## config.mk

```make
export PLATFORM = sky130hd
export DESIGN_NAME = adapter_alignment_scorer
export DESIGN_NICKNAME = d
export VERILOG_FILES = /design/src/design/aas_pkg.sv /design/src/design/aas_ram.sv /design/src/design/adapter_alignment_scorer.sv
export SDC_FILE = /design/constraint.sdc
export NUM_CORES = 1
export LEC_CHECK = 0
export ABC_AREA = 1
export BUFFER_PORTS_ARGS = -buffer_cell sky130_fd_sc_hd__clkbuf_2
export CAP_MARGIN = 40
export CORE_ASPECT_RATIO = 1.25
export CORE_MARGIN = 3
export CORE_UTILIZATION = 53
export CTS_BUF_LIST = sky130_fd_sc_hd__clkbuf_2
export DETAILED_ROUTE_END_ITERATION = 16
export PLACE_DENSITY = 0.69
export SLEW_MARGIN = 5
export SYNTH_ARGS = -nofsm -noshare
export SYNTH_HDL_FRONTEND = slang
export SYNTH_SLANG_ARGS = --single-unit
```

## constraint.sdc

```tcl
create_clock -name i_clk -period 5.7 [get_ports i_clk]
set_clock_uncertainty 0.15 [all_clocks]
set_input_delay 0.855 -clock i_clk [delete_from_list [all_inputs] [get_ports i_clk]]
set_output_delay 0.855 -clock i_clk [all_outputs]
set_load 0.02 [all_outputs]
```

## src/design/aas_pkg.sv

```systemverilog
// shared constants, types and letter code functions of the adapter alignment scorer
package aas_pkg;

    localparam int MAX_ADAPTER = 128;
    localparam int MAX_READ    = 1024;

    localparam int ADDR_W = $clog2(MAX_ADAPTER);
    localparam int LEN_W  = ADDR_W + 1;
    localparam int POS_W  = $clog2(MAX_READ) + 1;

    localparam int LETTER_W  = 8;
    localparam int QUAL_W    = 8;
    localparam int RSTART_W  = 11;
    localparam int ASTART_W  = 7;
    localparam int ROFS_W    = RSTART_W - 1;
    localparam int AOFS_W    = ASTART_W + 1;
    localparam int MODE_W    = 2;

    localparam int CMP_W = ((POS_W > RSTART_W) ? POS_W : RSTART_W) + 2;

    localparam int SCORE_W = 23;
    localparam int COUNT_W = 8;
    localparam int PEN_W   = 16;
    localparam int CODE_W  = 8;

    localparam int S_TDATA_W = 40;
    localparam int M_TDATA_W = 32;

    localparam int CFG_IDX_W  = 1;
    localparam int CFG_DATA_W = 8;

    localparam logic [MODE_W-1:0] MODE_LOAD  = 2'd0;
    localparam logic [MODE_W-1:0] MODE_START = 2'd1;
    localparam logic [MODE_W-1:0] MODE_READ  = 2'd2;

    localparam logic [CFG_IDX_W-1:0] CFG_QOFS = 1'd0;
    localparam logic [CFG_IDX_W-1:0] CFG_MINM = 1'd1;

    localparam logic [QUAL_W-1:0] QOFS_RESET = 8'd33;

    localparam logic signed [PEN_W-1:0]   PEN_SCALE    = 16'sd100;
    localparam logic signed [SCORE_W:0]   MATCH_GAIN   = 24'sd602;
    localparam logic signed [SCORE_W-1:0] REJECT_SCORE = -23'sd1000;
    localparam logic signed [SCORE_W-1:0] SCORE_MAX    = {1'b0, {(SCORE_W-1){1'b1}}};
    localparam logic signed [SCORE_W-1:0] SCORE_MIN    = {1'b1, {(SCORE_W-1){1'b0}}};
    localparam logic [CODE_W-1:0] NO_BASE = 8'hFF;

    typedef struct packed {
        logic                    valid;
        logic                    clear;
        logic                    pair;
        logic                    last;
        logic [CODE_W-1:0]       rcode;
        logic signed [PEN_W-1:0] pen;
    } t_s1;

    function automatic logic [CODE_W-1:0] read_code(input logic [LETTER_W-1:0] c);
        logic [CODE_W-1:0] r;
        case (c) inside
            8'h41, 8'h61: r = 8'd0;
            8'h43, 8'h63: r = 8'd1;
            8'h47, 8'h67: r = 8'd2;
            8'h54, 8'h74: r = 8'd3;
            default:      r = NO_BASE;
        endcase
        return r;
    endfunction

    function automatic logic [CODE_W-1:0] adapter_code(input logic [LETTER_W-1:0] c);
        logic [CODE_W-1:0] r;
        case (c) inside
            8'h41, 8'h61: r = 8'd3;
            8'h43, 8'h63: r = 8'd2;
            8'h47, 8'h67: r = 8'd1;
            8'h54, 8'h74: r = 8'd0;
            default:      r = NO_BASE;
        endcase
        return r;
    endfunction

endpackage

```

## src/design/aas_ram.sv

```systemverilog
// generic simple dual port ram with registered read
module aas_ram #(
    parameter int WIDTH = 8,
    parameter int DEPTH = 128
) (
    input  logic                     i_clk,
    input  logic                     i_we,
    input  logic [$clog2(DEPTH)-1:0] i_waddr,
    input  logic [WIDTH-1:0]         i_wdata,
    input  logic                     i_re,
    input  logic [$clog2(DEPTH)-1:0] i_raddr,
    output logic [WIDTH-1:0]         o_rdata
);

    logic [WIDTH-1:0] r_mem [DEPTH];
    logic [WIDTH-1:0] r_rdata;

    always_ff @(posedge i_clk) begin
        if (i_we) begin
            r_mem[i_waddr] <= i_wdata;
        end
        if (i_re) begin
            r_rdata <= r_mem[i_raddr];
        end
    end

    assign o_rdata = r_rdata;

endmodule

```

## src/design/adapter_alignment_scorer.sv

```systemverilog
// adapter alignment scorer top level: adapter store, window control and score accumulator
//
//  channel   dir  handshake             payload
//  s         in   tvalid/tready         tdata letter/quality/read_start/adapter_start,
//                                       tuser mode, tlast last
//  m         out  tvalid/tready         tdata score/match_count, tuser rejected
//  cfg       in   we                    idx, data
//
//  one beat per cycle unless stalled; a final read beat passes the stage one register, then the result register
//  stage one issues the adapter ram read, stage two compares and accumulates
//  the input stalls only when a final read beat reaches stage two while a result still waits
//  adapter store and result data have no reset, control and accumulators clear on a synchronous reset
module adapter_alignment_scorer (
    input  logic                             i_clk,
    input  logic                             i_rst_n,
    input  logic                             i_s_tvalid,
    output logic                             o_s_tready,
    // letter, quality, read_start, adapter_start, zero fill
    input  logic [aas_pkg::S_TDATA_W-1:0]    i_s_tdata,
    // mode
    input  logic [aas_pkg::MODE_W-1:0]       i_s_tuser,
    input  logic                             i_s_tlast,
    output logic                             o_m_tvalid,
    input  logic                             i_m_tready,
    // score, match_count, zero fill
    output logic [aas_pkg::M_TDATA_W-1:0]    o_m_tdata,
    // rejected
    output logic                             o_m_tuser,
    input  logic                             i_cfg_we,
    input  logic [aas_pkg::CFG_IDX_W-1:0]    i_cfg_idx,
    input  logic [aas_pkg::CFG_DATA_W-1:0]   i_cfg_data
);

    localparam int AW = aas_pkg::ADDR_W;
    localparam int LW = aas_pkg::LEN_W;
    localparam int PW = aas_pkg::POS_W;
    localparam int CW = aas_pkg::CMP_W;
    localparam int SW = aas_pkg::SCORE_W;
    localparam int NW = aas_pkg::COUNT_W;

    logic [aas_pkg::QUAL_W-1:0]   r_qofs;
    logic [aas_pkg::COUNT_W-1:0]  r_minm;
    logic [LW-1:0]                r_adapter_length, n_adapter_length;
    logic [LW-1:0]                r_load_index, n_load_index;
    logic [PW-1:0]                r_read_position, n_read_position;
    logic [aas_pkg::ROFS_W-1:0]   r_read_offset, n_read_offset;
    logic [aas_pkg::AOFS_W-1:0]   r_adapter_offset, n_adapter_offset;
    logic signed [SW-1:0]         r_score_sum, n_score_sum;
    logic [NW-1:0]                r_matches, n_matches;
    aas_pkg::t_s1                 r_s1, n_s1;
    logic                         r_out_valid, n_out_valid;
    logic signed [SW-1:0]         r_out_score, n_out_score;
    logic [NW-1:0]                r_out_matches, n_out_matches;
    logic                         r_out_rej, n_out_rej;

    logic                              w_acc, w_stall, w_fire;
    logic [aas_pkg::MODE_W-1:0]        w_mode;
    logic [aas_pkg::LETTER_W-1:0]      w_letter;
    logic [aas_pkg::QUAL_W-1:0]        w_quality;
    logic [aas_pkg::RSTART_W-1:0]      w_rstart;
    logic [aas_pkg::ASTART_W-1:0]      w_astart;
    logic [CW-1:0]                     w_idx, w_lim, w_ai;
    logic                              w_in_range, w_pair;
    logic signed [aas_pkg::QUAL_W:0]   w_q;
    logic signed [aas_pkg::PEN_W-1:0]  w_pen;
    logic                              w_ram_we, w_ram_re;
    logic [aas_pkg::LETTER_W-1:0]      w_ram_rdata;
    logic                              w_match;
    logic signed [SW:0]                w_step, w_sum_x;
    logic signed [SW-1:0]              w_sum_sat;
    logic [NW-1:0]                     w_cnt;

    assign w_letter  = i_s_tdata[7:0];
    assign w_quality = i_s_tdata[15:8];
    assign w_rstart  = i_s_tdata[26:16];
    assign w_astart  = i_s_tdata[33:27];
    assign w_mode    = i_s_tuser;

    assign w_stall    = r_s1.valid && r_s1.last && r_out_valid && !i_m_tready;
    assign o_s_tready = !w_stall;
    assign w_acc      = i_s_tvalid && o_s_tready;
    assign w_fire     = r_s1.valid && !w_stall;

    // alignment window of the current read position
    always_comb begin
        w_in_range = (r_read_position < PW'(aas_pkg::MAX_READ))
                  && (CW'(r_read_position) >= CW'(r_read_offset));
        w_idx  = CW'(r_read_position) - CW'(r_read_offset);
        w_lim  = w_idx + CW'(r_adapter_offset);
        w_pair = w_in_range && (w_lim < CW'(r_adapter_length));
        w_ai   = CW'(r_adapter_length) - w_lim - CW'(1);
        w_q    = $signed({1'b0, w_quality}) - $signed({1'b0, r_qofs});
        w_pen  = aas_pkg::PEN_W'(aas_pkg::PEN_W'(w_q) * aas_pkg::PEN_SCALE);
    end

    // front stage: control state and ram access
    always_comb begin
        n_adapter_length = r_adapter_length;
        n_load_index     = r_load_index;
        n_read_position  = r_read_position;
        n_read_offset    = r_read_offset;
        n_adapter_offset = r_adapter_offset;
        w_ram_we         = 1'b0;
        w_ram_re         = 1'b0;
        n_s1             = '0;
        n_s1.rcode       = aas_pkg::read_code(w_letter);
        n_s1.pen         = w_pen;
        if (w_acc) begin
            unique case (w_mode)
                aas_pkg::MODE_LOAD: begin
                    if (r_load_index < LW'(aas_pkg::MAX_ADAPTER)) begin
                        w_ram_we     = 1'b1;
                        n_load_index = r_load_index + LW'(1);
                    end
                    if (i_s_tlast) begin
                        n_adapter_length = n_load_index;
                        n_load_index     = '0;
                    end
                end
                aas_pkg::MODE_START: begin
                    if (&w_rstart) begin
                        n_read_offset    = '0;
                        n_adapter_offset = {1'b0, w_astart} + aas_pkg::AOFS_W'(1);
                    end else if (w_rstart[aas_pkg::RSTART_W-1]) begin
                        n_read_offset    = '0;
                        n_adapter_offset = {1'b0, w_astart};
                    end else begin
                        n_read_offset    = w_rstart[aas_pkg::ROFS_W-1:0];
                        n_adapter_offset = {1'b0, w_astart};
                    end
                    n_read_position = '0;
                    n_s1.valid      = 1'b1;
                    n_s1.clear      = 1'b1;
                end
                aas_pkg::MODE_READ: begin
                    w_ram_re   = w_pair;
                    n_s1.valid = 1'b1;
                    n_s1.pair  = w_pair;
                    n_s1.last  = i_s_tlast;
                    if (i_s_tlast) begin
                        n_read_position = '0;
                    end else if (r_read_position < PW'(aas_pkg::MAX_READ)) begin
                        n_read_position = r_read_position + PW'(1);
                    end
                end
                default: begin
                end
            endcase
        end
    end

    aas_ram #(
        .WIDTH (aas_pkg::LETTER_W),
        .DEPTH (aas_pkg::MAX_ADAPTER)
    ) u_adapter_ram (
        .i_clk   (i_clk),
        .i_we    (w_ram_we),
        .i_waddr (r_load_index[AW-1:0]),
        .i_wdata (w_letter),
        .i_re    (w_ram_re),
        .i_raddr (w_ai[AW-1:0]),
        .o_rdata (w_ram_rdata)
    );

    // back stage: compare, accumulate, result
    always_comb begin
        w_match   = r_s1.rcode == aas_pkg::adapter_code(w_ram_rdata);
        w_step    = w_match ? aas_pkg::MATCH_GAIN : -(SW+1)'(r_s1.pen);
        w_sum_x   = (SW+1)'(r_score_sum) + w_step;
        if (w_sum_x[SW] != w_sum_x[SW-1]) begin
            w_sum_sat = w_sum_x[SW] ? aas_pkg::SCORE_MIN : aas_pkg::SCORE_MAX;
        end else begin
            w_sum_sat = w_sum_x[SW-1:0];
        end

        n_score_sum = r_score_sum;
        n_matches   = r_matches;
        if (r_s1.pair) begin
            n_score_sum = w_sum_sat;
            if (w_match && (r_matches != {NW{1'b1}})) begin
                n_matches = r_matches + NW'(1);
            end
        end
        w_cnt = n_matches;

        n_out_score   = r_out_score;
        n_out_matches = r_out_matches;
        n_out_rej     = r_out_rej;
        n_out_valid   = r_out_valid && !i_m_tready;
        if (w_fire && r_s1.last) begin
            n_out_valid   = 1'b1;
            n_out_rej     = w_cnt < r_minm;
            n_out_score   = (w_cnt < r_minm) ? aas_pkg::REJECT_SCORE : n_score_sum;
            n_out_matches = w_cnt;
        end
        if (!w_fire) begin
            n_score_sum = r_score_sum;
            n_matches   = r_matches;
        end else if (r_s1.clear || r_s1.last) begin
            n_score_sum = '0;
            n_matches   = '0;
        end
    end

    always_ff @(posedge i_clk) begin
        if (!i_rst_n) begin
            r_qofs           <= aas_pkg::QOFS_RESET;
            r_minm           <= '0;
            r_adapter_length <= '0;
            r_load_index     <= '0;
            r_read_position  <= '0;
            r_read_offset    <= '0;
            r_adapter_offset <= '0;
            r_score_sum      <= '0;
            r_matches        <= '0;
            r_s1             <= '0;
            r_out_valid      <= 1'b0;
        end else begin
            if (i_cfg_we) begin
                unique case (i_cfg_idx)
                    aas_pkg::CFG_QOFS: r_qofs <= i_cfg_data;
                    aas_pkg::CFG_MINM: r_minm <= i_cfg_data;
                    default: begin
                    end
                endcase
            end
            r_adapter_length <= n_adapter_length;
            r_load_index     <= n_load_index;
            r_read_position  <= n_read_position;
            r_read_offset    <= n_read_offset;
            r_adapter_offset <= n_adapter_offset;
            r_score_sum      <= n_score_sum;
            r_matches        <= n_matches;
            if (!w_stall) begin
                r_s1 <= n_s1;
            end
            r_out_valid      <= n_out_valid;
        end
    end

    always_ff @(posedge i_clk) begin
        r_out_score   <= n_out_score;
        r_out_matches <= n_out_matches;
        r_out_rej     <= n_out_rej;
    end

    assign o_m_tvalid = r_out_valid;
    assign o_m_tdata  = {{(aas_pkg::M_TDATA_W - SW - NW){1'b0}}, r_out_matches, r_out_score};
    assign o_m_tuser  = r_out_rej;

endmodule

```

### After elaboration in Yosys (flattened, before gate mapping)

Memory sizes are Yosys's and may differ from the RTL's. A register that Yosys moved wholly into a read port is not among the register bits.
Index checks and enable logic that the tools add are counted.

* register bits after elaboration: 151
* RAM bits: 1024
* output and inout port bits: 35
* word-level logic and storage cells: 127
* memories: 1

Memory list
* u_adapter_ram.r_mem: depth 128, width 8, read ports 1, clocked after Yosys merged registers in 1, write ports 1, line aas_ram.sv:15 `logic [WIDTH-1:0] r_mem [DEPTH];`

* add/subtract/negate cells: 11
* $mul: 1
* order comparisons: 5
* equal/unequal tests: 22
* mux-type cells: 36
* bitwise gates (word level): 1
* reductions and logical operators: 31

Operators by type and width (number)
* 8-bit by 7-bit equality test with 1-bit output, second input constant: 16
* 8-bit 2-to-1 mux: 14
* 23-bit 2-to-1 mux: 4
* 23-bit by 24-bit adder with 24-bit output: 1
* 24-bit 2-to-1 mux: 1
* 16-bit negator with 24-bit output: 1
* 11-bit 2-to-1 mux: 2
* 11-bit one-hot mux with 2 select lines: 1
* 10-bit 2-to-1 mux: 2
* 2-bit OR reduction: 9
* 8-bit by 1-bit adder with 8-bit output, second input constant: 2
* 9-bit by 6-bit multiplier with 14-bit output, second input constant: 1
* 12-bit by 9-bit adder with 13-bit output: 1
* 13-bit by 8-bit less-than comparator with 1-bit output: 1
* 11-bit by 10-bit subtractor with 12-bit output: 1
* 11-bit by 1-bit adder with 11-bit output, second input constant: 1
* 11-bit by 10-bit greater-or-equal comparator with 1-bit output: 1
* 11-bit less-than comparator, second input constant: 1
* 11-bit AND reduction: 1
* 1-bit logical AND: 10
* 1-bit 2-to-1 mux: 10
* 8-bit by 8-bit subtractor with 9-bit output: 1
* 7-bit by 1-bit adder with 8-bit output, second input constant: 1
* 8-bit equality test: 1
* 18 further kinds: 23

### Logic depth before layout (Yosys ltp)

Gate-level depths: netlist (run 1).

* word-level depth: 13
* gate-level depth with buffers: 31
* gate-level depth less buffers: 29

### Modules after synthesis

Synthesis (run 1) repeated with hierarchy kept, for this count alone.

* cells, all modules: 5011
* area, all modules: 52696.8 µm²

By module, submodules not included
* aas_ram: instances 1, cells an instance 3575, area an instance 42184.2 µm²
* adapter_alignment_scorer: instances 1, cells an instance 1436, area an instance 10512.6 µm²

### Worst setup path before layout (run 1)

No wires, ideal clock.

* path kind: input port to flip-flop
* start: input port i_s_tdata[8] (netlist name)
* end: register r_s1[15] (netlist name)
* arrival: 4477 ps
* required time: 5413 ps
* slack: 936 ps
* stages on the path: 26
* cells stage by stage: inv_1 -> ha_1 -> inv_1 -> fa_1 -> a21oi_1 -> o21bai_1 -> nand2_1 -> nand2_1 -> a21oi_1 -> xor2_1 -> inv_1 -> ha_1 -> inv_1 -> fa_1 -> inv_1 -> ha_1 -> ha_1 -> a21oi_1 -> inv_1 -> a21oi_1 -> nor2_1 -> nor2_1 -> nor2_1 -> nor2_1 -> xnor2_1 -> a21oi_1

* cells in the longest elaborated chain, start to end: 2

Ends and longest elaborated chain
* from (decl): line adapter_alignment_scorer.sv:19 `input logic [aas_pkg::S_TDATA_W-1:0] i_s_tdata,`
* 8-bit by 8-bit subtractor with 9-bit output: line adapter_alignment_scorer.sv:92 `w_q = $signed({1'b0, w_quality}) - $signed({1'b0, r_qofs});`
* 9-bit by 6-bit multiplier with 14-bit output: line adapter_alignment_scorer.sv:93 `w_pen = aas_pkg::PEN_W'(aas_pkg::PEN_W'(w_q) * aas_pkg::PEN_SCALE);`
* to (signal assigned): line adapter_alignment_scorer.sv:235 `r_s1 <= n_s1;`
* to (decl): line adapter_alignment_scorer.sv:50 `aas_pkg::t_s1 r_s1, n_s1;`

Every way passes these cells.
A chain may end at the register's enable or synchronous reset.

### Final worst setup path (run 1)

* start: register r_read_position[0]
* end: register u_adapter_ram.r_rdata[6], in the netlist u_adapter_ram.o_rdata[6] (read register of u_adapter_ram.r_mem) (data pin)

* cells in the longest elaborated chain, start to end: 6
* elaborated cells between the ends (all ways): 11
* those cells by class: add/sub: 4; order compare: 3; mux: 2; reduce/logical: 2

Ends and longest elaborated chain
* from (decl): line adapter_alignment_scorer.sv:45 `logic [PW-1:0] r_read_position, n_read_position;`
* from (signal assigned): line adapter_alignment_scorer.sv:229 `r_read_position <= n_read_position;`
* parallel branches: the longest is 6 deep, another holds 12-bit by 9-bit adder with 13-bit output
* to (decl): line aas_ram.sv:16 `logic [WIDTH-1:0] r_rdata;`

Parallel ways; which one is timed is not known.

==> results of run 1 <==
-- cell type report --
type / instances / share of cell area (%)
Sequential cell: 1049 / 59.2
Multi-Input combinational cell: 2547 / 27.6
Timing Repair Buffer: 264 / 4.33
Clock buffer: 351 / 3.43
Tap cell: 1159 / 2.83
Inverter: 234 / 1.74
Clock inverter: 77 / 0.850
Antenna cell: 6 / 0.0293
-- synthesized netlist by cell type (7+ instances only) --
master,n,area (um2)
edfxtp_1,935,28100
nor2_1,695,2610
o21ai_0,526,2630
nand2_1,282,1060
nand3_1,265,1330
inv_1,226,848
o221ai_1,218,1910
clkbuf_1,210,788
a21oi_1,159,796
dfxtp_1,114,2280
ha_1,102,1280
xor2_1,45,394
buf_2,36,180
nor3_1,26,130
xnor2_1,24,210
nand3_2,22,220
nand2_2,21,131
or2_2,21,131
nand4_1,20,125
a211oi_1,14,105
buf_1,12,45.0
fa_1,12,240
o22ai_1,11,68.8
a21oi_2,10,87.6
o21bai_1,10,75.1
a31oi_1,8,50.1
nand2_4,7,78.8
-- flip-flops by register name (all words and copies together) (netlist names) --
name,count
r_load_index,8
r_out_score,23
r_qofs,8
r_read_offset,10
r_matches,8
o_m_tvalid,1
r_minm,8
r_adapter_offset,8
u_adapter_ram.o_rdata,7
r_read_position,11
o_m_tuser,1
r_score_sum,23
r_s1,21
u_adapter_ram.r_mem,896
r_out_matches,8
r_adapter_length,8
-- worst max-delay path, stage by stage (launching register included) --
cell and delay [ps]:
dfxtp_1 370, inv_1 90, ha_1 240, fa_1 550
fa_1 500, fa_4 940, buf_4 390, o21ai_0 160
o22ai_1 280, o21ai_0 120, o22ai_1 280, o21ai_0 120
o21ai_1 390, nor2_1 80, a31oi_1 140
-- power by group --
part,internal [W],total [W],switching (W),leakage [nW]
Combinational,0.00135,0.00418,0.00283,7.07
Clock,0.00184,0.00474,0.00289,1.67
Sequential,0.00842,0.00846,0.0000396,9.33
-- logic make-up (layout without fill, tap and decap cells) --
| kind of cell | count (synthesis) | after routing | share of synthesized area [%] |
|---|---|---|---|
| DFF | 1049 | 1049 | 65.4 |
| buffers and inverters | 503 | 926 | 4.31 |
| other | 1 | 7 | 0.00808 |
| AOI/OAI and AO/OA | 981 | 981 | 12.7 |
| xor gates and xnor gates | 70 | 70 | 1.34 |
| adders and majority gates | 114 | 114 | 3.27 |
| and+or+nand+nor | 1381 | 1381 | 12.9 |
-- through the flow --
step | total power (W) | utilization, % | setup WS, ps | cells
CTS | 0.0174 | 59.4 | 690 | 5681
floorplan | 0.0114 | - | 936 | 4099
finish | 0.0174 | 59.5 | 694 | 5687
global placement | 0.0127 | 55.6 | 529 | 5145
global route | 0.0183 | 59.4 | 430 | 5683
detailed placement | 0.0127 | 55.7 | 513 | 5146
-- routing by layer --
layer	GRT usage, %	vias up	wire, um
met1	30.0	15900	44900
met4	11.9	0	4490
met3	4.48	337	8150
met2	44.8	1404	59800
met5	0	-	0
li1	-	15500	-
-- path summary, 6_finish.rpt --
check	to	slack, ps	cells after the start
worst max-delay path	u_adapter_ram.o_rdata[6]$_DFFE_PP_	690	14
worst min-delay path	r_adapter_offset[6]$_SDFFE_PN0P_	220	5
worst max register to register	u_adapter_ram.o_rdata[6]$_DFFE_PP_	690	14
worst min register to register	r_qofs[6]$_SDFFE_PN0P_	320	2
-- what timing repair did --
| item | in CTS | in global routing |
|---|---|---|
| endpoints found under the hold margin | 546 | 0 |
| setup endpoints to repair | 0 | 0 |
| hold buffers | 107 | 0 |
==> impl_metrics.json, run 1 <==
{
  "status": "finished clean",
  "grt_overflow": 0,
  "dieArea_um2": 91100,
  "portBuffers": 83,
  "synth.cell_area_um2": 46400,
  "arrival_ps": 6120,
  "worst_pin_slew_ps": 980,
  "synth-seq-cells": 1049,
  "synth_seq_area_share_pct": 65.4,
  "cts_inserted_buffers": 235,
  "post_synth_num_cell_types": 55,
  "cts_buffer_depth": 3,
  "clk_latency_ps": 1450,
  "hold_class": "in2reg",
  "dr.pass1.iters": 7,
  "syn2layout_area_growth_pct": 10.5,
  "cp-start-kind": "flop",
  "register_area_um2": 30400,
  "fp.coreArea_um2": 86200,
  "dieWidth_um": 271,
  "async_flop_share_pct": 0,
  "multi_input_area_um2": 14100,
  "synth_edf_count": 935,
  "tritoncts": "built",
  "final.period_utilization_pct": 87.8,
  "holdCritStartpoint": "i_s_tdata[33]",
  "final_common_cell": "edfxtp_1",
  "drtIter0Drc": 3196,
  "period_needed_ps": 5010,
  "synth_nets": 4270,
  "hold_violations": 0,
  "ys_warn_count": 0,
  "finalHoldWorstSlack_ps": 223,
  "maxSlewHeadroom_pct": 34.6,
  "rsz0062_at_grt": "false",
  "cp_max_fo": 31,
  "die-height_um": 337,
  "grt.total_usage_pct": 25.3,
  "ios": 92,
  "grt_pass1_vias": 32500,
  "synth_ff_type": "edfxtp_1",
  "layout_common_cells": "edfxtp_1 (935), nor2_1 (695), o21ai_0 (526), clkbuf_2 (427), nand2_1 (282)",
  "p_leak_nw": 18.1,
  "drv_slew": 0,
  "grt_pass1_wl_um": 178000,
  "wire_per_inst_um": 20.6,
  "max_freq_ghz": 0.200,
  "final_antenna_net_count": 0,
  "finalInstanceArea_um2": 51200,
  "p_per_area_nw_per_um2": 339,
  "root_buffer": "clkbuf_2",
  "grt_antenna_before_repair": 2,
  "critPathLaunch": "r_read_position[0]$_SDFFE_PN0P_",
  "max_cap_violations": 0,
  "cts_resized": 0,
  "drive_gt1_share_pct": 14.1,
  "worstSetupEndpointType": "flop",
  "vias": 33100,
  "start_util_pct": 53.8,
  "clkSinkCount": 1049,
  "row_count": 120,
  "vdd_drop_max_mv": 0.215,
  "gp_congestion": 0.878,
  "post_cts_buffers": 0,
  "vias_per_cell": 5.83,
  "avgSynthCellArea_um2": 11.3,
  "netlist_instances": 4099,
  "clk_pin_slew_ps": 140,
  "finalSetupViolations": 0,
  "grt_max_degree": 173,
  "final_nets": 4502,
  "tns_ps": 0,
  "r2r_start": "r_read_position[0]$_SDFFE_PN0P_",
  "crit_type": "reg2reg",
  "hpwlAfterDp_um": 67700,
  "fillers": 7091,
  "dpl_cell_area_um2": 48000,
  "required_ps": 6810,
  "drcViolationCount": 0,
  "routed_wl_um": 117000,
  "htree_levels": 4
}
No activity file was read; power rests on OpenSTA's default activity.
==> run 2: changes to the inputs <==
--- a/config.mk
+++ b/config.mk
@@ -5,10 +5,9 @@
 export SDC_FILE = /design/constraint.sdc
 export NUM_CORES = 1
 export LEC_CHECK = 0
-export ABC_AREA = 1
+export ABC_AREA = 0
 export BUFFER_PORTS_ARGS = -buffer_cell sky130_fd_sc_hd__clkbuf_2
 export CAP_MARGIN = 40
-export CORE_ASPECT_RATIO = 1.25
 export CORE_MARGIN = 3
 export CORE_UTILIZATION = 53
 export CTS_BUF_LIST = sky130_fd_sc_hd__clkbuf_2
==> run 2 against run 1 <==
Clock power is 5.5% higher. Maximum frequency is 7.0% lower. Sequential share of layout area is 0.95 points higher. Critical path depth is 3 lower. Largest cell class unchanged. Highest routed layer unchanged.
==> impl_metrics.json, run 2 <==
{
  "cts_inserted_buffers": 279,
  "final.period_utilization_pct": 94.4,
  "die-height_um": 298,
  "required_ps": 6600,
  "crit_type": "reg2reg",
  "clkSinkCount": 1049,
  "p_seq_share_pct": 51.2,
  "tns_ps": 0,
  "dr.pass1.iters": 5,
  "p_leak_nw": 17.8,
  "multi_input_area_um2": 13900,
  "grt_pass1_wl_um": 155000,
  "cts_resized": 0,
  "finalInstanceArea_um2": 50400,
  "dpl_cell_area_um2": 47200,
  "status": "finished clean",
  "worst_pin_slew_ps": 937,
  "grt_overflow": 0,
  "vdd_drop_max_mv": 0.192,
  "htree_levels": 5,
  "final_nets": 3246,
  "power.internal_w": 0.0119,
  "hold_class": "in2reg",
  "avgSynthCellArea_um2": 16.8,
  "synth_edf_count": 935,
  "fin_util_pct": 60.1,
  "finalSetupViolations": 0,
  "drtIter0Drc": 2198,
  "dieWidth_um": 298,
  "synthTopCellsByCount": "edfxtp_1 (935), mux4_2 (280), nor2_1 (223), nand2_1 (146), dfxtp_1 (114)",
  "vias_per_cell": 5.84,
  "synthTopCellsByArea": "edfxtp_1 (62%), mux4_2 (14%), dfxtp_1 (5.1%)",
  "max_cap_violations": 0,
  "finalHoldWorstSlack_ps": 192,
  "regMostFlops": "u_adapter_ram.r_mem",
  "arrival_ps": 6280,
  "synth_ff_type": "edfxtp_1",
  "row_count": 106,
  "p_per_area_nw_per_um2": 328,
  "drive_gt1_share_pct": 27.2,
  "grt.total_usage_pct": 22.9,
  "ys_warn_count": 0,
  "wire_per_inst_um": 22.8,
  "grt_max_degree": 91,
  "layout_common_cells": "edfxtp_1 (935), clkbuf_2 (463), mux4_2 (280), nor2_1 (223), nand2_1 (146)",
  "syn2layout_area_growth_pct": 11.8,
  "start_util_pct": 53.8,
  "fillers": 6312,
  "hpwlAfterDp_um": 62100,
  "gp_congestion": 0.851,
  "final_common_cell": "edfxtp_1",
  "p_switching_w": 0.00463,
  "maxSlewHeadroom_pct": 37.6,
  "synth.most_common_cell": "edfxtp_1",
  "netlist.top_cell.by_area": "edfxtp_1",
  "cp_max_fo": 83,
  "post_synth_num_cell_types": 80,
  "clk_pin_slew_ps": 100,
  "cts_hold_buf": 79,
  "final_antenna_net_count": 0,
  "routed_wl_um": 100000,
  "portBuffers": 83,
  "switching_share_pct": 28.0,
  "max_freq_ghz": 0.186,
  "synth-seq-cells": 1049,
  "cp-start-kind": "flop",
  "synthDominantCellAreaShare_pct": 62.2,
  "p_comb_share_pct": 18.6,
  "rsz0062_at_grt": "false",
  "fin_ws_ps": 318,
  "ios": 92,
  "largest_reg_flops": 896,
  "worstSetupEndpointType": "flop",
  "netlist_instances": 2692,
  "fp.coreArea_um2": 84000,
  "post-place-ws_ps": 446,
  "post_cts_buffers": 0,
  "register_area_um2": 30400,
  "period_needed_ps": 5380,
  "p_clk_share_pct": 30.2,
  "synth_seq_area_share_pct": 67.3,
  "drv_slew": 0,
  "grt_pass1_vias": 26800,
  "vias": 25700,
  "async_flop_share_pct": 0,
  "dieArea_um2": 88700,
  "synth_nets": 2863,
  "tritoncts": "built",
  "hold_violations": 0,
  "reg_top3": "u_adapter_ram.r_mem x896, r_out_score x23, r_score_sum x23",
  "synth.cell_area_um2": 45100,
  "drcViolationCount": 0,
  "grt_antenna_before_repair": 2,
  "cts_buffer_depth": 4,
  "root_buffer": "clkbuf_2",
  "clk_latency_ps": 1410
}
==> run 2: cell types whose count changed in the layout (fill, tap and decap cells not counted), moves of 36 or more <==
| cell | change |
|---|---|
| mux4_2 | +280 |
| nor2_1 | -472 |
| o221ai_1 | -217 |
| a21boi_0 | +37 |
| nand3_1 | -228 |
| nor2b_1 | +36 |
| o21ai_0 | -458 |
| a21oi_1 | -98 |
| inv_1 | -129 |
| clkbuf_2 | +36 |
| nand2_1 | -136 |
==> run 2: routing by layer <==
| metal | GRT usage (%) | part of all wire (%) | vias to the layer above | wire length, um |
|---|---|---|---|---|
| met5 | 0 | 0 | - | 0 |
| met4 | 7.73 | 2.3 | 0 | 2270 |
| met3 | 5.15 | 7.6 | 185 | 7630 |
| met2 | 37.6 | 50 | 1043 | 49800 |
| met1 | 30.7 | 41 | 13000 | 40700 |
| li1 | - | - | 11500 | - |
==> run 2: final timing paths <==
path	from	endpoint	slack [ps]	cells after the start
worst max register to register	r_read_position[0]$_SDFFE_PN0P_	u_adapter_ram.o_rdata[1]$_DFFE_PP_	320	11
worst min-delay path	i_s_tuser[0]	r_s1[26]$_SDFFE_PN0N_	190	4
worst min register to register	r_qofs[1]$_SDFFE_PN0P_	r_qofs[1]$_SDFFE_PN0P_	330	2
worst max-delay path	r_read_position[0]$_SDFFE_PN0P_	u_adapter_ram.o_rdata[1]$_DFFE_PP_	320	11
==> run 2: power by group through the flow <==
stage	clock (W)	sequential [W]	combinational (W)
2_1_floorplan	0	0.00863	0.00213
3_3_place_gp	0	0.00864	0.00298
3_5_place_dp	0	0.00865	0.00305
4_1_cts	0.00514	0.00847	0.00310
5_1_grt	0.00554	0.00848	0.00336
6_report	0.00500	0.00847	0.00307
==> run 2: kinds of logic after synthesis <==
| kind of cell | synth area share, % |
|---|---|
| and+or+nand+nor | 5.83 |
| AOI/OAI and AO/OA | 4.87 |
| other | 0.00831 |
| adders and majority gates | 3.59 |
| DFF | 67.3 |
| buffers and inverters | 1.97 |
| xor gates and xnor gates | 1.67 |
| muxes | 14.8 |
==> run 2: final cells by class <==
class,count,area share [%]
Tap cell,1134,2.81
Timing Repair Buffer,236,3.86
Sequential cell,1049,60.2
Clock inverter,75,0.878
Antenna cell,8,0.0397
Multi-Input combinational cell,1411,27.7
Inverter,98,0.729
Clock buffer,387,3.84
==> run 2: metrics by stage <==
step	std cells	total power [W]
2_1_floorplan	2692	0.0108
3_3_place_gp	3844	0.0116
3_5_place_dp	3847	0.0117
4_1_cts	4388	0.0167
5_1_grt	4397	0.0174
6_report	4398	0.0165
==> run 2: critical path, cell delays in order (launching register included) <==
cell     delay [ps]
dfxtp_1         360
inv_1           100
ha_1            240
fa_1            550
fa_1            500
fa_4            840
buf_12          410
mux4_2          400
mux4_2          530
mux2_2          310
a21oi_1         420
o21ai_0         140
